[config.mk]
export PLATFORM = sky130hd
export DESIGN_NAME = radio_modem_init_sequencer
export DESIGN_NICKNAME = d
export VERILOG_FILES = /design/src/rtl/rmis_pkg.sv /design/src/rtl/radio_modem_init_sequencer.sv /design/src/rtl/rmis_front.sv /design/src/rtl/rmis_jobq.sv /design/src/rtl/rmis_back.sv
export SDC_FILE = /design/constraint.sdc
export NUM_CORES = 1
export LEC_CHECK = 0
export ABC_AREA = 1
export BUFFER_PORTS_ARGS = -buffer_cell sky130_fd_sc_hd__buf_2
export CAP_MARGIN = 20
export CORE_AREA = 2 2 97 99
export DETAILED_ROUTE_END_ITERATION = 10
export DIE_AREA = 0 0 99 101
export GPL_TIMING_DRIVEN = 0
export PLACE_DENSITY_LB_ADDON = 0.15
export REMOVE_ABC_BUFFERS = 1
export SLEW_MARGIN = 25
export SYNTH_ARGS = -nofsm -noshare
export SYNTH_HDL_FRONTEND = slang
export SYNTH_HIERARCHICAL = 1
export SYNTH_SLANG_ARGS = --single-unit
[constraint.sdc]
create_clock -name i_clk -period 3.2 [get_ports i_clk]
set_input_delay 0.64 -clock i_clk [delete_from_list [all_inputs] [get_ports i_clk]]
set_output_delay 0.64 -clock i_clk [all_outputs]
set_load 0.03 [all_outputs]
[src/rtl/rmis_pkg.sv]
`default_nettype none
// ----------------------------------------------------------------------------
// rmis_pkg
// Shared types, codes and message tables of the radio modem setup sequencer.
// ----------------------------------------------------------------------------
package rmis_pkg;

    localparam int JOBQ_DEPTH = 4;
    localparam int JOBQ_AW    = $clog2(JOBQ_DEPTH);
    localparam int JOBQ_CW    = $clog2(JOBQ_DEPTH + 1);
    localparam int MSG_IW     = 5;

    localparam logic [7:0] GUARD_RST   = 8'd110;
    localparam logic [7:0] SETTLE_RST  = 8'd10;
    localparam logic [7:0] TIMEOUT_RST = 8'd255;

    localparam logic [7:0] CHAR_O  = 8'h4F;
    localparam logic [7:0] CHAR_K  = 8'h4B;
    localparam logic [7:0] CHAR_CR = 8'h0D;

    typedef enum logic [1:0] {
        CFG_GUARD   = 2'd0,
        CFG_SETTLE  = 2'd1,
        CFG_TIMEOUT = 2'd2
    } t_cfg_idx;

    typedef enum logic [1:0] {
        OKM_IDLE = 2'd0,
        OKM_O    = 2'd1,
        OKM_OK   = 2'd2
    } t_okm;

    typedef enum logic [3:0] {
        PH_GUARD1   = 4'd0,
        PH_ESC1     = 4'd1,
        PH_GUARD2   = 4'd2,
        PH_BAUD     = 4'd3,
        PH_BAUD_WT  = 4'd4,
        PH_GUARD3   = 4'd5,
        PH_ESC2     = 4'd6,
        PH_GUARD4   = 4'd7,
        PH_SETUP    = 4'd8,
        PH_OK_WAIT  = 4'd9,
        PH_EXIT     = 4'd10,
        PH_SETTLE   = 4'd11,
        PH_REPORT   = 4'd12,
        PH_DONE     = 4'd13,
        PH_HALT     = 4'd14
    } t_phase;

    typedef enum logic [1:0] {
        KIND_TX     = 2'd0,
        KIND_FAST   = 2'd1,
        KIND_REPORT = 2'd2,
        KIND_FAIL   = 2'd3
    } t_kind;

    typedef enum logic [2:0] {
        JOB_ESCAPE = 3'd0,
        JOB_BAUD   = 3'd1,
        JOB_SETUP  = 3'd2,
        JOB_EXIT   = 3'd3,
        JOB_FAST   = 3'd4,
        JOB_REPORT = 3'd5,
        JOB_FAIL   = 3'd6
    } t_job;

    typedef struct packed {
        logic       cmd;
        logic [7:0] rx_byte;
    } t_item;

    typedef struct packed {
        t_kind      kind;
        logic [7:0] tx_byte;
        logic       last;
    } t_result;

    typedef struct packed {
        logic valid;
        t_job job;
    } t_job_req;

    function automatic logic [MSG_IW-1:0] job_len(input t_job job);
        logic [MSG_IW-1:0] len;
        unique case (job)
            JOB_ESCAPE: len = MSG_IW'(3);
            JOB_BAUD:   len = MSG_IW'(6);
            JOB_SETUP:  len = MSG_IW'(19);
            JOB_EXIT:   len = MSG_IW'(5);
            default:    len = MSG_IW'(1);
        endcase
        return len;
    endfunction

    function automatic t_kind job_kind(input t_job job);
        t_kind k;
        unique case (job)
            JOB_FAST:   k = KIND_FAST;
            JOB_REPORT: k = KIND_REPORT;
            JOB_FAIL:   k = KIND_FAIL;
            default:    k = KIND_TX;
        endcase
        return k;
    endfunction

    // "+++", "ATBD7\r", "ATMY20 DL18 ID6219\r", "ATCN\r"
    function automatic logic [7:0] job_char(input t_job job, input logic [MSG_IW-1:0] idx);
        logic [7:0] c;
        c = 8'h00;
        unique case (job)
            JOB_ESCAPE: c = 8'h2B;
            JOB_BAUD: begin
                unique case (idx)
                    5'd0:    c = 8'h41;
                    5'd1:    c = 8'h54;
                    5'd2:    c = 8'h42;
                    5'd3:    c = 8'h44;
                    5'd4:    c = 8'h37;
                    default: c = CHAR_CR;
                endcase
            end
            JOB_SETUP: begin
                unique case (idx)
                    5'd0:    c = 8'h41;
                    5'd1:    c = 8'h54;
                    5'd2:    c = 8'h4D;
                    5'd3:    c = 8'h59;
                    5'd4:    c = 8'h32;
                    5'd5:    c = 8'h30;
                    5'd6:    c = 8'h20;
                    5'd7:    c = 8'h44;
                    5'd8:    c = 8'h4C;
                    5'd9:    c = 8'h31;
                    5'd10:   c = 8'h38;
                    5'd11:   c = 8'h20;
                    5'd12:   c = 8'h49;
                    5'd13:   c = 8'h44;
                    5'd14:   c = 8'h36;
                    5'd15:   c = 8'h32;
                    5'd16:   c = 8'h31;
                    5'd17:   c = 8'h39;
                    default: c = CHAR_CR;
                endcase
            end
            JOB_EXIT: begin
                unique case (idx)
                    5'd0:    c = 8'h41;
                    5'd1:    c = 8'h54;
                    5'd2:    c = 8'h43;
                    5'd3:    c = 8'h4E;
                    default: c = CHAR_CR;
                endcase
            end
            default: c = 8'h00;
        endcase
        return c;
    endfunction

endpackage
`default_nettype wire

[src/rtl/radio_modem_init_sequencer.sv]
`default_nettype none
// A tick's job passes the job queue and the job register, and its first result is registered in the output stage.
// Input takes one item per cycle while the four-entry job queue has room.
// A message drains at one item per cycle while results are popped; the next job is read only after the last item.
// Reset (synchronous, active low) restores register defaults, empties queues.
// ----------------------------------------------------------------------------
// radio_modem_init_sequencer
// Walks a serial radio modem through its command-mode setup and reports
// bytes to send, baud switch, start of reporting or timeout failure.
// ----------------------------------------------------------------------------
module radio_modem_init_sequencer (
    input  wire logic               i_clk,
    input  wire logic               i_rst_n,
    input  wire logic               push,
    output logic                    full,
    input  wire rmis_pkg::t_item    i_item,
    input  wire logic               pop,
    output logic                    empty,
    output rmis_pkg::t_result       o_result,
    input  wire logic               i_cfg_we,
    input  wire logic [1:0]         i_cfg_idx,
    input  wire logic [7:0]         i_cfg_data
);

    rmis_pkg::t_job_req job_req;
    rmis_pkg::t_job     job;
    logic               jobq_full, jobq_empty, jobq_rd;

    assign full = jobq_full;

    rmis_front u_front (
        .i_clk       (i_clk),
        .i_rst_n     (i_rst_n),
        .i_push      (push),
        .i_jobq_full (jobq_full),
        .i_item      (i_item),
        .i_cfg_we    (i_cfg_we),
        .i_cfg_idx   (i_cfg_idx),
        .i_cfg_data  (i_cfg_data),
        .o_job_req   (job_req)
    );

    rmis_jobq u_jobq (
        .i_clk     (i_clk),
        .i_rst_n   (i_rst_n),
        .i_job_req (job_req),
        .i_rd      (jobq_rd),
        .o_full    (jobq_full),
        .o_empty   (jobq_empty),
        .o_job     (job)
    );

    rmis_back u_back (
        .i_clk        (i_clk),
        .i_rst_n      (i_rst_n),
        .i_jobq_empty (jobq_empty),
        .i_job        (job),
        .o_jobq_rd    (jobq_rd),
        .pop          (pop),
        .empty        (empty),
        .o_result     (o_result)
    );

endmodule
`default_nettype wire

[src/rtl/rmis_front.sv]
`default_nettype none
// ----------------------------------------------------------------------------
// rmis_front
// Takes ticks and received bytes, walks the setup phases and issues one job
// per tick that calls for output. Holds the configuration registers.
// ----------------------------------------------------------------------------
module rmis_front (
    input  wire logic              i_clk,
    input  wire logic              i_rst_n,
    input  wire logic              i_push,
    input  wire logic              i_jobq_full,
    input  wire rmis_pkg::t_item   i_item,
    input  wire logic              i_cfg_we,
    input  wire logic [1:0]        i_cfg_idx,
    input  wire logic [7:0]        i_cfg_data,
    output rmis_pkg::t_job_req     o_job_req
);

    rmis_pkg::t_phase r_phase, n_phase;
    logic [7:0]       r_wait, n_wait;
    rmis_pkg::t_okm   r_ok, n_ok;
    logic [7:0]       r_guard, r_settle, r_timeout;
    logic             accept;
    logic             tick;
    logic [7:0]       wait_inc;

    assign accept   = i_push && !i_jobq_full;
    assign tick     = accept && !i_item.cmd;
    assign wait_inc = r_wait + 8'd1;

    always_ff @(posedge i_clk) begin
        if (!i_rst_n) begin
            r_guard   <= rmis_pkg::GUARD_RST;
            r_settle  <= rmis_pkg::SETTLE_RST;
            r_timeout <= rmis_pkg::TIMEOUT_RST;
        end else if (i_cfg_we) begin
            unique case (i_cfg_idx)
                rmis_pkg::CFG_GUARD:   r_guard   <= i_cfg_data;
                rmis_pkg::CFG_SETTLE:  r_settle  <= i_cfg_data;
                rmis_pkg::CFG_TIMEOUT: r_timeout <= i_cfg_data;
                default: ;
            endcase
        end
    end

    always_ff @(posedge i_clk) begin
        if (!i_rst_n) begin
            r_phase <= rmis_pkg::PH_GUARD1;
            r_wait  <= 8'd0;
            r_ok    <= rmis_pkg::OKM_IDLE;
        end else begin
            r_phase <= n_phase;
            r_wait  <= n_wait;
            r_ok    <= n_ok;
        end
    end

    // next state
    always_comb begin
        n_phase = r_phase;
        n_wait  = r_wait;
        n_ok    = r_ok;
        if (accept && i_item.cmd) begin
            if (r_phase == rmis_pkg::PH_OK_WAIT) begin
                n_wait = 8'd0;
                unique case (r_ok)
                    rmis_pkg::OKM_IDLE: begin
                        if (i_item.rx_byte == rmis_pkg::CHAR_O) n_ok = rmis_pkg::OKM_O;
                    end
                    rmis_pkg::OKM_O: begin
                        n_ok = (i_item.rx_byte == rmis_pkg::CHAR_K) ?
                               rmis_pkg::OKM_OK : rmis_pkg::OKM_IDLE;
                    end
                    default: begin
                        if (i_item.rx_byte == rmis_pkg::CHAR_CR) n_phase = rmis_pkg::PH_EXIT;
                    end
                endcase
            end
        end else if (tick) begin
            unique case (r_phase)
                rmis_pkg::PH_GUARD1: begin
                    if (r_wait < r_guard) n_wait = wait_inc;
                    else n_phase = rmis_pkg::PH_ESC1;
                end
                rmis_pkg::PH_GUARD2: begin
                    if (r_wait < r_guard) n_wait = wait_inc;
                    else n_phase = rmis_pkg::PH_BAUD;
                end
                rmis_pkg::PH_GUARD3: begin
                    if (r_wait < r_guard) n_wait = wait_inc;
                    else n_phase = rmis_pkg::PH_ESC2;
                end
                rmis_pkg::PH_GUARD4: begin
                    if (r_wait < r_guard) n_wait = wait_inc;
                    else n_phase = rmis_pkg::PH_SETUP;
                end
                rmis_pkg::PH_ESC1: begin
                    n_wait  = 8'd0;
                    n_phase = rmis_pkg::PH_GUARD2;
                end
                rmis_pkg::PH_ESC2: begin
                    n_wait  = 8'd0;
                    n_phase = rmis_pkg::PH_GUARD4;
                end
                rmis_pkg::PH_BAUD: begin
                    n_wait  = 8'd0;
                    n_phase = rmis_pkg::PH_BAUD_WT;
                end
                rmis_pkg::PH_BAUD_WT: begin
                    if (r_wait < r_guard) begin
                        n_wait = wait_inc;
                    end else begin
                        n_wait  = 8'd0;
                        n_phase = rmis_pkg::PH_GUARD3;
                    end
                end
                rmis_pkg::PH_SETUP: begin
                    n_wait  = 8'd0;
                    n_ok    = rmis_pkg::OKM_IDLE;
                    n_phase = rmis_pkg::PH_OK_WAIT;
                end
                rmis_pkg::PH_OK_WAIT: begin
                    n_wait = wait_inc;
                    if (wait_inc == r_timeout) n_phase = rmis_pkg::PH_HALT;
                end
                rmis_pkg::PH_EXIT: begin
                    n_wait  = 8'd0;
                    n_phase = rmis_pkg::PH_SETTLE;
                end
                rmis_pkg::PH_SETTLE: begin
                    if (r_wait < r_settle) n_wait = wait_inc;
                    else n_phase = rmis_pkg::PH_REPORT;
                end
                rmis_pkg::PH_REPORT: n_phase = rmis_pkg::PH_DONE;
                default: ;
            endcase
        end
    end

    // job issue
    always_comb begin
        o_job_req.valid = 1'b0;
        o_job_req.job   = rmis_pkg::JOB_ESCAPE;
        if (tick) begin
            unique case (r_phase)
                rmis_pkg::PH_ESC1, rmis_pkg::PH_ESC2: begin
                    o_job_req.valid = 1'b1;
                    o_job_req.job   = rmis_pkg::JOB_ESCAPE;
                end
                rmis_pkg::PH_BAUD: begin
                    o_job_req.valid = 1'b1;
                    o_job_req.job   = rmis_pkg::JOB_BAUD;
                end
                rmis_pkg::PH_BAUD_WT: begin
                    o_job_req.valid = !(r_wait < r_guard);
                    o_job_req.job   = rmis_pkg::JOB_FAST;
                end
                rmis_pkg::PH_SETUP: begin
                    o_job_req.valid = 1'b1;
                    o_job_req.job   = rmis_pkg::JOB_SETUP;
                end
                rmis_pkg::PH_OK_WAIT: begin
                    o_job_req.valid = (wait_inc == r_timeout);
                    o_job_req.job   = rmis_pkg::JOB_FAIL;
                end
                rmis_pkg::PH_EXIT: begin
                    o_job_req.valid = 1'b1;
                    o_job_req.job   = rmis_pkg::JOB_EXIT;
                end
                rmis_pkg::PH_REPORT: begin
                    o_job_req.valid = 1'b1;
                    o_job_req.job   = rmis_pkg::JOB_REPORT;
                end
                default: ;
            endcase
        end
    end

endmodule
`default_nettype wire

[src/rtl/rmis_jobq.sv]
`default_nettype none
// ----------------------------------------------------------------------------
// rmis_jobq
// Small job queue between the phase tracker and the message generator.
// ----------------------------------------------------------------------------
module rmis_jobq (
    input  wire logic               i_clk,
    input  wire logic               i_rst_n,
    input  wire rmis_pkg::t_job_req i_job_req,
    input  wire logic               i_rd,
    output logic                    o_full,
    output logic                    o_empty,
    output rmis_pkg::t_job          o_job
);

    rmis_pkg::t_job                 r_mem [rmis_pkg::JOBQ_DEPTH];
    logic [rmis_pkg::JOBQ_AW-1:0]   r_wr_ptr, r_rd_ptr;
    logic [rmis_pkg::JOBQ_CW-1:0]   r_count;
    logic                           wr, rd;

    assign o_full  = (r_count == rmis_pkg::JOBQ_CW'(rmis_pkg::JOBQ_DEPTH));
    assign o_empty = (r_count == '0);
    assign wr      = i_job_req.valid && !o_full;
    assign rd      = i_rd && !o_empty;
    assign o_job   = r_mem[r_rd_ptr];

    always_ff @(posedge i_clk) begin
        if (wr) r_mem[r_wr_ptr] <= i_job_req.job;
    end

    always_ff @(posedge i_clk) begin
        if (!i_rst_n) begin
            r_wr_ptr <= '0;
            r_rd_ptr <= '0;
            r_count  <= '0;
        end else begin
            if (wr) r_wr_ptr <= r_wr_ptr + 1'b1;
            if (rd) r_rd_ptr <= r_rd_ptr + 1'b1;
            if (wr && !rd) r_count <= r_count + 1'b1;
            else if (rd && !wr) r_count <= r_count - 1'b1;
        end
    end

endmodule
`default_nettype wire

[src/rtl/rmis_back.sv]
`default_nettype none
// ----------------------------------------------------------------------------
// rmis_back
// Expands each job into its result items, one per cycle while the registered
// output stage is empty or being popped.
// ----------------------------------------------------------------------------
module rmis_back (
    input  wire logic               i_clk,
    input  wire logic               i_rst_n,
    input  wire logic               i_jobq_empty,
    input  wire rmis_pkg::t_job     i_job,
    output logic                    o_jobq_rd,
    input  wire logic               pop,
    output logic                    empty,
    output rmis_pkg::t_result       o_result
);

    logic                           r_busy;
    rmis_pkg::t_job                 r_job;
    logic [rmis_pkg::MSG_IW-1:0]    r_idx;
    logic                           r_out_valid;
    rmis_pkg::t_result              r_out;
    logic                           load;
    logic                           is_last;

    assign o_jobq_rd = !r_busy && !i_jobq_empty;
    assign load      = r_busy && (!r_out_valid || pop);
    assign is_last   = (r_idx == rmis_pkg::job_len(r_job) - 1'b1);
    assign empty     = !r_out_valid;
    assign o_result  = r_out;

    always_ff @(posedge i_clk) begin
        if (!i_rst_n) begin
            r_busy      <= 1'b0;
            r_out_valid <= 1'b0;
        end else begin
            if (o_jobq_rd) begin
                r_busy <= 1'b1;
            end else if (load && is_last) begin
                r_busy <= 1'b0;
            end
            if (load) r_out_valid <= 1'b1;
            else if (pop) r_out_valid <= 1'b0;
        end
    end

    always_ff @(posedge i_clk) begin
        if (o_jobq_rd) begin
            r_job <= i_job;
            r_idx <= '0;
        end else if (load) begin
            r_idx <= r_idx + 1'b1;
        end
        if (load) begin
            r_out.kind    <= rmis_pkg::job_kind(r_job);
            r_out.tx_byte <= rmis_pkg::job_char(r_job, r_idx);
            r_out.last    <= is_last;
        end
    end

endmodule
`default_nettype wire

Yosys cells after proc, flatten, opt, wreduce, memory -nomap -nowiden
Memories as Yosys holds them, arrays and structs flattened. A register that Yosys moved wholly into a read port is not among the register bits.
Cells that the tools add are included.
{"block": "totals", "mem_count": 2, "register_bits": 63, "in_bits": 24, "mem_bits_rw": 12, "mem_bits_ro": 224}
{"block": "classes", "muxes": 44, "add_sub_neg": 7, "magnitude_cmp": 2, "n_eq_ne": 47, "reduce_logical": 40}
{"name": "(no name shown)", "depth": 32, "word_bits": 7, "rd": 1, "rd_ports_with_merged_regs": 1, "write_ports": 0, "line_no": "rmis_pkg.sv:124", "text": "unique case (idx)"}
{"name": "u_jobq.r_mem", "depth": 4, "word_bits": 3, "rd": 1, "rd_ports_with_merged_regs": 1, "write_ports": 1, "line_no": "rmis_jobq.sv:16", "text": "rmis_pkg::t_job r_mem [rmis_pkg::JOBQ_DEPTH];"}
{"cell": "2-to-1 mux 4 bit", "n": 13}
{"cell": "case mux 4 bit (13 select lines)", "n": 1}
{"cell": "2-to-1 mux 8 bit", "n": 6}
{"cell": "case mux 8 bit (5 select lines)", "n": 1}
{"cell": "case mux 7 bit (5 select lines)", "n": 1}
{"cell": "case mux 8 bit (4 select lines)", "n": 1}
{"cell": "case mux 4 bit (7 select lines)", "n": 1}
{"cell": "case mux 7 bit (4 select lines)", "n": 1}
{"cell": "inequality test 3 x 2 -> 1 bit, second input constant", "n": 7}
{"cell": "== test 4 bit, second input constant", "n": 5}
{"cell": "case mux 5 bit (4 select lines)", "n": 1}
{"cell": "== test 4 x 3 -> 1 bit, second input constant", "n": 4}
{"cell": "== test 8 x 7 -> 1 bit, second input constant", "n": 2}
{"cell": "less-than comparator 8 bit", "n": 2}
{"cell": "inequality test 14 bit, second input constant", "n": 1}
{"cell": "== test 3 bit, second input constant", "n": 4}
{"cell": "2-to-1 mux 2 bit", "n": 6}
{"cell": "AND reduction 12 bit", "n": 1}
{"cell": "== test 5 x 2 -> 1 bit, second input constant", "n": 2}
{"cell": "logical AND 1 bit", "n": 10}
{"cell": "2-to-1 mux 5 bit", "n": 2}
{"cell": "AND reduction 5 bit", "n": 2}
{"cell": "nonzero test 2 bit", "n": 5}
{"cell": "adder 8 x 1 -> 8 bit, second input constant", "n": 1}
{"cell": "34 further kinds", "n": 60}

Logic depth before layout (Yosys ltp)
Gate-level depths: netlist (run 1).
{"block": "logic_depth", "word_depth": 10, "ltp_mapped": 21, "mapped_depth_nobuf": 20}

By module
Netlist (run 1), hierarchy kept.
{"mod": "rmis_front", "n_inst": 1, "cells_per_inst": 395, "area_each_um2": 2562.5, "seq_area_each_um2": 760.7}
{"mod": "rmis_back", "n_inst": 1, "cells_per_inst": 219, "area_each_um2": 1679.1, "seq_area_each_um2": 670.6}
{"mod": "rmis_jobq", "n_inst": 1, "cells_per_inst": 99, "area_each_um2": 949.7, "seq_area_each_um2": 540.5}

Least setup slack after synthesis (run 1)
No wires, ideal clock.
{"block": "synth_timing", "kind": "reg-to-reg", "start": "reg u_front.r_wait[1]", "end": "reg u_jobq/r_count[2] (netlist bit)", "setup_time_ps": 113, "required_time_ps": 3087, "arrival_ps": 2562, "setup_slack_ps": 525, "synth_period_minus_slack_ps": 2675, "path_stages_with_launch": 21, "cell_sequence": "dfxtp_1 -> ha_1 -> or2_1 -> nand2_1 -> nand2_1 -> a21oi_1 -> nand4_1 -> nor2_1 -> nand3_1 -> a21oi_1 -> nand2_4 -> inv_2 -> ha_1 -> inv_1 -> fa_1 -> inv_1 -> nand2_1 -> nand3_1 -> nand2_1 -> nand2_1 -> nor2_1"}
{"element": "start: declaration", "line_no": "rmis_front.sv:20", "text": "logic [7:0] r_wait, n_wait;"}
{"element": "start signal: assignment", "line_no": "rmis_front.sv:53", "text": "r_wait <= n_wait;"}
{"element": "end signal: assignment", "line_no": "rmis_jobq.sv:39", "text": "if (wr && !rd) r_count <= r_count + 1'b1;"}
{"element": "end signal: assignment", "line_no": "rmis_jobq.sv:40", "text": "else if (rd && !wr) r_count <= r_count - 1'b1;"}
{"element": "end: declaration", "line_no": "rmis_jobq.sv:18", "text": "logic [rmis_pkg::JOBQ_CW-1:0] r_count;"}

==> flow_summary.rst, run 1 <==
.. list-table::
   :header-rows: 1

   * - Metric
     - Value
   * - Tmin final
     - 2.93 ns
   * - Maximum fanout along the worst path
     - 9
   * - Number of placed instances with taps included
     - 847
   * - Post-route DRC
     - 0
   * - Type of the worst setup path
     - flip-flop to flip-flop
   * - Total of endpoints with negative setup slack in the final report
     - 0
   * - Max frequency
     - 341 MHz
   * - # diodes
     - 0
   * - Most used routing layer in global routing
     - met2
   * - Status
     - completed
   * - Worst-case setup slack after placement
     - 0.0212 ns
   * - CTS tree
     - built
   * - Number of enable flip-flop cells after synthesis
     - 25
   * - Cell at the root of the clock tree
     - sky130_fd_sc_hd__clkbuf_8
   * - Total congestion overflow after global routing
     - 0
   * - Met2 Resource Use GR
     - 40.6%
   * - Number of global-route vias before repair
     - 4266
   * - Fraction of synthesis flops using an asynchronous set or reset pin
     - 0%
   * - Drt pass-1 iters
     - 5
   * - Cell Pwr Density
     - 657 mW/mm²
   * - Die Width
     - 99 µm
   * - Number of register bits inferred by synthesis
     - 86
   * - Synth Area in Simple Gates
     - 31.3%
   * - Initial antenna violation count
     - 0
   * - Worst slew slack as a fraction of its limit
     - 51.3%
   * - CTS buffer count
     - 9
   * - Number of pins with negative max-slew slack in the final report
     - 0
   * - Vias after detailed routing
     - 4583
   * - Top library cells by usage in the layout, fill and taps aside
     - sky130_fd_sc_hd__nand2_1 (162), sky130_fd_sc_hd__inv_1 (95), sky130_fd_sc_hd__nor2_1 (88)
   * - Remaining number of nets flagged by the antenna check after routing
     - 0
   * - Clock transition at the registers of the reported paths
     - 0.09 ns
   * - Final cell count without fillers
     - 864
   * - Number of distinct library cells after synthesis
     - 48
   * - Core area
     - 0.00898 mm²
   * - Final Wtd Congestion
     - 0.876
   * - Post-synthesis instance area
     - 0.00519 mm²
   * - DRT iter0 DRCs
     - 138
   * - Fin worst setup slack
     - 0.267 ns
   * - Data required time at the worst endpoint
     - 3.51 ns
   * - I/O pin count
     - 37
   * - Register area share after synthesis
     - 38.0%
   * - FP Rows
     - 35
   * - Worst supply voltage drop on vdd
     - 0.305 mV
   * - CTS Buffer Depth
     - 2
   * - Later-pin clock latency in the skew report
     - 0.37 ns
   * - Number of standard cells after synthesis
     - 713
   * - Initial standard-cell utilization of the core
     - 57.8%
   * - Actual slew at the worst max-slew pin
     - 0.726 ns
   * - Worst setup EP type
     - flip-flop
   * - Parity-gate share of the synthesized area counting xor and xnor cells
     - 1.18%
   * - Setup crit start kind
     - flip-flop
   * - Mux share of post-synthesis cell area
     - 0%
   * - Post-synthesis adder-cell area fraction
     - 7.62%
   * - Largest net degree at the start of global routing
     - 45
   * - Detailed-route wire length per cell
     - 12.6 µm
   * - Routed via count divided by cell count
     - 5.30
   * - Estimated wirelength of the detail-placed design
     - 8.02 mm
   * - Total of max-cap violations
     - 0
   * - Layout Area Growth over Synthesis
     - 8.65%
   * - Largest family of logic cells by synthesized area
     - simple AND/OR/NAND/NOR gates
   * - Fraction of final layout cells with drive strength greater than 1
     - 14.2%
   * - Area enclosed by the die boundary
     - 0.0100 mm²
   * - Clock tree skew after final layout
     - 0.0103 ns
   * - RSZ-0062 raised after global routing
     - false
   * - Met1 Track Usage GR
     - 27.6%
   * - Tightest Hold Check Type
     - flip-flop to flip-flop
   * - Wirelength, routed
     - 10.9 mm
   * - Mean Syn Cell Area
     - 7.28 µm²
   * - Leading register cell type out of synthesis
     - sky130_fd_sc_hd__dfxtp_1
   * - Total of hold buffers inserted after clock tree synthesis
     - 0
   * - First-pass GRT wire length
     - 18.5 mm
   * - Count of endpoints failing hold in the final timing report
     - 0
   * - Final critical-path share of the clock period
     - 91.7%
   * - Sum of negative setup slack
     - 0 ns
   * - IO buf count
     - 35
   * - Final nets
     - 803
   * - Clock tree sinks
     - 86
   * - Yosys warning count
     - 6
   * - Static leakage
     - 2.65 nW
   * - Data arrival time at the worst-slack endpoint
     - 3.24 ns
   * - Commonest non-fill, non-tap cell in the layout
     - sky130_fd_sc_hd__nand2_1
   * - Post-synthesis compound-gate area fraction
     - 12.6%
   * - Die height
     - 101 µm
   * - Met3 usage in global routing
     - 4.16%
   * - Maximum level of the CTS H-tree
     - 3
   * - Finished Core Util
     - 62.8%
   * - Total global routing track utilization
     - 22.6%
[kinds of logic after synthesis]
logic type / after synthesis
simple gates: 354
flops: 86
buf+inv: 120
other cells: 1
compound gates: 114
xor+xnor: 7
fa+ha+maj: 31
[critical path, cell delays in order (launching register included)]
cell and delay, ns:
sky130_fd_sc_hd__dfxtp_2 0.40, sky130_fd_sc_hd__ha_1 0.31, sky130_fd_sc_hd__nand2_1 0.05, sky130_fd_sc_hd__o21ai_0 0.22
sky130_fd_sc_hd__nand2_1 0.08, sky130_fd_sc_hd__nand2_1 0.13, sky130_fd_sc_hd__nand3_1 0.10, sky130_fd_sc_hd__and3_1 0.19
sky130_fd_sc_hd__a21oi_4 0.20, sky130_fd_sc_hd__nand2_4 0.09, sky130_fd_sc_hd__inv_2 0.08, sky130_fd_sc_hd__ha_1 0.17
sky130_fd_sc_hd__inv_1 0.07, sky130_fd_sc_hd__fa_1 0.38, sky130_fd_sc_hd__nand2_1 0.08, sky130_fd_sc_hd__nand3_1 0.10
sky130_fd_sc_hd__nand2_1 0.07, sky130_fd_sc_hd__nand2_1 0.04, sky130_fd_sc_hd__nor2_1 0.10
[Yosys cell counts (3+ instances only)]
cell	number	area share, %
sky130_fd_sc_hd__clkbuf_1	6	0.43
sky130_fd_sc_hd__nor2_2	3	0.36
sky130_fd_sc_hd__edfxtp_1	25	14
sky130_fd_sc_hd__o21ai_1	4	0.39
sky130_fd_sc_hd__nand2_2	10	1.2
sky130_fd_sc_hd__inv_1	95	6.9
sky130_fd_sc_hd__nand3_2	7	1.3
sky130_fd_sc_hd__dfxtp_1	61	24
sky130_fd_sc_hd__a21oi_1	37	3.6
sky130_fd_sc_hd__o211ai_1	18	2.6
sky130_fd_sc_hd__nor2_1	88	6.4
sky130_fd_sc_hd__xor2_1	6	1.0
sky130_fd_sc_hd__o21ai_0	43	4.1
sky130_fd_sc_hd__nand2_1	162	12
sky130_fd_sc_hd__nand4_1	8	0.96
sky130_fd_sc_hd__nand2_4	3	0.65
sky130_fd_sc_hd__nor3_1	8	0.77
sky130_fd_sc_hd__o22ai_1	3	0.36
sky130_fd_sc_hd__ha_1	30	7.2
sky130_fd_sc_hd__nor2_4	4	0.87
sky130_fd_sc_hd__nand3_1	45	4.3
sky130_fd_sc_hd__inv_2	12	0.87
[layer usage]
| metal | part of all wire, % | vias up |
|---|---|---|
| met3 | 4.5 | 13 |
| met5 | 0 | - |
| met4 | 1.3 | 0 |
| li1 | - | 2389 |
| met2 | 49 | 109 |
| met1 | 45 | 2072 |
[what timing repair did]
action	in CTS	in global routing
pin swaps	0	1
endpoints found under the setup margin	1	2
resized for setup	1	6
buffers inserted	0	1
[through the flow]
stage / power [mW] / hold WS [ns] / cell area [µm²]
after CTS: 3.72 / 0.474 / 5620
final: 3.71 / 0.470 / 5640
after floorplan: 2.66 / 0.433 / 5120
after global placement: 2.96 / 0.452 / 5430
after detailed placement: 3.01 / 0.460 / 5440
after global routing: 4.03 / 0.500 / 5640
[area by class of cell]
class                           count  area [µm²]
Clock buffer                        9         124
Tap cell                          111         139
Clock inverter                      7        55.1
Multi-Input combinational cell    507        2760
Sequential cell                    86        1980
Inverter                          108         405
Timing Repair Buffer               36         183
Fill cell                         785        3340
[final timing paths]
path | startpoint | depth (start not counted) | slack, ns | end
max | u_front/r_wait[3]$_SDFFE_PN0P_ | 18 | 0.27 | u_jobq/r_count[2]$_SDFFE_PN0P_
min reg2reg | u_front/r_guard[7]$_SDFFE_PN0P_ | 2 | 0.47 | u_front/r_guard[7]$_SDFFE_PN0P_
min | u_front/r_guard[7]$_SDFFE_PN0P_ | 2 | 0.47 | u_front/r_guard[7]$_SDFFE_PN0P_
max reg2reg | u_front/r_wait[3]$_SDFFE_PN0P_ | 18 | 0.27 | u_jobq/r_count[2]$_SDFFE_PN0P_
[power by group]
group	total (mW)	leakage (nW)	internal [mW]	switching [mW]
Sequential	1.46	0.736	1.31	0.154
Clock	0.712	0.0866	0.290	0.422
Combinational	1.54	1.83	0.526	1.01
No activity file was read; power rests on OpenSTA's default activity.
==> run 2: changes to the inputs <==
--- a/config.mk
+++ b/config.mk
@@ -12,7 +12,7 @@
 export DETAILED_ROUTE_END_ITERATION = 10
 export DIE_AREA = 0 0 99 101
 export GPL_TIMING_DRIVEN = 0
-export PLACE_DENSITY_LB_ADDON = 0.15
+export PLACE_DENSITY = 0.82
 export REMOVE_ABC_BUFFERS = 1
 export SLEW_MARGIN = 25
 export SYNTH_ARGS = -nofsm -noshare
==> run 2 against run 1 <==
Clock skew shrank 0.0029 ns. Sequential power barely moved. Design area fell by 0.16%. Core utilization fell by 0.098 points. Via count up 1.4%. Worst hold slack worse by 0.0058 ns. Global-route usage shrank 0.17 points. Clock power fell by 1%. Combinational power barely moved. First-iteration DRC count is 26% higher. Critical path type unchanged.
==> flow_summary.rst, run 2 (same netlist as run 1, synthesis figures left out) <==
.. list-table::
   :header-rows: 1

   * - Metric
     - Value
   * - Status
     - completed
   * - Commonest non-fill, non-tap cell in the layout
     - sky130_fd_sc_hd__nand2_1
   * - Cell at the root of the clock tree
     - sky130_fd_sc_hd__clkbuf_8
   * - Later-pin clock latency in the skew report
     - 0.36 ns
   * - Total global routing track utilization
     - 22.4%
   * - Core area
     - 0.00898 mm²
   * - Drt pass-1 iters
     - 7
   * - Setup crit start kind
     - flip-flop
   * - Remaining number of nets flagged by the antenna check after routing
     - 0
   * - I/O pin count
     - 37
   * - Die Width
     - 99 µm
   * - Static leakage
     - 2.65 nW
   * - CTS buffer count
     - 9
   * - Largest net degree at the start of global routing
     - 45
   * - Layout Area Growth over Synthesis
     - 8.48%
   * - CTS Buffer Depth
     - 2
   * - Instance area at placement
     - 0.00544 mm²
   * - Hold WS
     - 0.464 ns
   * - Final critical-path share of the clock period
     - 90.4%
   * - Type of the worst setup path
     - flip-flop to flip-flop
   * - Cell depth of the worst min-delay path
     - 2
   * - Clock tree sinks
     - 86
   * - Count of endpoints failing hold in the final timing report
     - 0
   * - RSZ-0062 raised after global routing
     - false
   * - Worst setup EP type
     - flip-flop
   * - Max frequency
     - 346 MHz
   * - Total of endpoints with negative setup slack in the final report
     - 0
   * - Tightest Hold Check Type
     - flip-flop to flip-flop
   * - Detailed-route wire length per cell
     - 12.7 µm
   * - Tmin final
     - 2.89 ns
   * - Estimated wirelength of the detail-placed design
     - 8.08 mm
   * - First-pass GRT wire length
     - 18.4 mm
   * - CTS tree
     - built
   * - Final Wtd Congestion
     - 0.900
   * - FP Rows
     - 35
   * - Post-route design area
     - 0.00563 mm²
   * - Final cell count without fillers
     - 864
   * - Cell Pwr Density
     - 661 mW/mm²
   * - Fraction of final layout cells with drive strength greater than 1
     - 13.9%
   * - Wirelength, routed
     - 11.0 mm
   * - Cells along the critical path
     - ha_2 -> or2_1 -> nand2_1 -> nand2_1 -> a21oi_1 -> nand4_1 -> nor2_1 -> nand3_1 -> a21oi_2 -> nand2_4 -> inv_2 -> ha_1 -> inv_1 -> fa_1 -> inv_1 -> nand2_1 -> nand3_1 -> nand2_1 -> nand2_1 -> nor2_1
   * - Clock transition at the registers of the reported paths
     - 0.09 ns
   * - Actual slew at the worst max-slew pin
     - 0.748 ns
   * - Number of global-route vias before repair
     - 4334
   * - Number of placed instances with taps included
     - 847
   * - Data required time at the worst endpoint
     - 3.46 ns
   * - Fin worst setup slack
     - 0.307 ns
   * - Worst supply voltage drop on vdd
     - 0.242 mV
   * - Fillers
     - 760
   * - Final nets
     - 803
   * - Routed via count divided by cell count
     - 5.38
   * - Total congestion overflow after global routing
     - 0
   * - Maximum fanout along the worst path
     - 8
   * - Clock tree skew after final layout
     - 0.00736 ns
   * - Top library cells by usage in the layout, fill and taps aside
     - sky130_fd_sc_hd__nand2_1 (162), sky130_fd_sc_hd__inv_1 (95), sky130_fd_sc_hd__nor2_1 (88)
   * - Total of max-cap violations
     - 0
   * - Vias after detailed routing
     - 4649
   * - CP most frequent cell
     - sky130_fd_sc_hd__nand2_1
   * - Sum of negative setup slack
     - 0 ns
   * - CP max stage cell
     - sky130_fd_sc_hd__dfxtp_2
   * - Initial standard-cell utilization of the core
     - 57.8%
   * - Data arrival time at the worst-slack endpoint
     - 3.15 ns
   * - Finished Core Util
     - 62.7%
   * - # diodes
     - 0
   * - Post-route DRC
     - 0
   * - DRT iter0 DRCs
     - 174
   * - Maximum level of the CTS H-tree
     - 3
   * - Number of pins with negative max-slew slack in the final report
     - 0
   * - Worst-case setup slack after placement
     - 0.0786 ns
   * - Total of hold buffers inserted after clock tree synthesis
     - 0
   * - Area enclosed by the die boundary
     - 0.0100 mm²
   * - Reg2Reg Depth
     - 20
   * - Initial antenna violation count
     - 0
   * - Worst slew slack as a fraction of its limit
     - 50.1%
   * - Die height
     - 101 µm
   * - IO buf count
     - 35
   * - Overall power after layout
     - 3.72 mW
   * - Worst stage delay on the critical path
     - 0.38 ns
[run 2: cell count changes in the layout (fill, tap and decap cells not counted), sizes merged]
cell      change
clkinv        +1
clkinvlp      -1
[run 2: area by class of cell]
type / count / area, µm² / share of cell area (%)
clock buffer: 9 / 124 / 2.20
tap: 111 / 139 / 2.47
clock inverter: 7 / 55.1 / 0.978
inverter: 108 / 405 / 7.20
timing repair buffer: 36 / 183 / 3.24
multi-input combinational: 507 / 2750 / 48.8
sequential: 86 / 1980 / 35.1
[run 2: worst max-delay path: cells and delay by family (launching register included)]
kind	cells	cell delay, ns
adders and majority gates	3	0.77
and+or+nand+nor	12	1.06
buffers and inverters	3	0.21
AOI/OAI and AO/OA	2	0.37
DFF	1	0.38
[run 2: path summary, 6_finish.rpt]
path                                     from  slack [ns]                               end
max            u_front/r_wait[0]$_SDFFE_PN0P_        0.31    u_jobq/r_count[2]$_SDFFE_PN0P_
min          u_front/r_settle[6]$_SDFFE_PN0P_        0.46  u_front/r_settle[6]$_SDFFE_PN0P_
max reg2reg    u_front/r_wait[0]$_SDFFE_PN0P_        0.31    u_jobq/r_count[2]$_SDFFE_PN0P_
min reg2reg  u_front/r_settle[6]$_SDFFE_PN0P_        0.46  u_front/r_settle[6]$_SDFFE_PN0P_
[run 2: where the power goes]
| group | leakage (nW) | internal (mW) | total [mW] | switching (mW) |
|---|---|---|---|---|
| Sequential | 0.735 | 1.31 | 1.46 | 0.150 |
| Combinational | 1.83 | 0.524 | 1.56 | 1.04 |
| Clock | 0.0883 | 0.290 | 0.705 | 0.415 |
[run 2: repair_timing]
action,4_1_cts,5_1_grt
endpoints found under the setup margin,0,2
buffers inserted,0,1
resized for setup,0,5
[run 2: routing by layer]
metal | wire [µm] | global-route usage (%)
met4 | 240 | 9.38
met2 | 5480 | 39.4
met3 | 482 | 3.68
met1 | 4760 | 27.1
met5 | 0 | 0
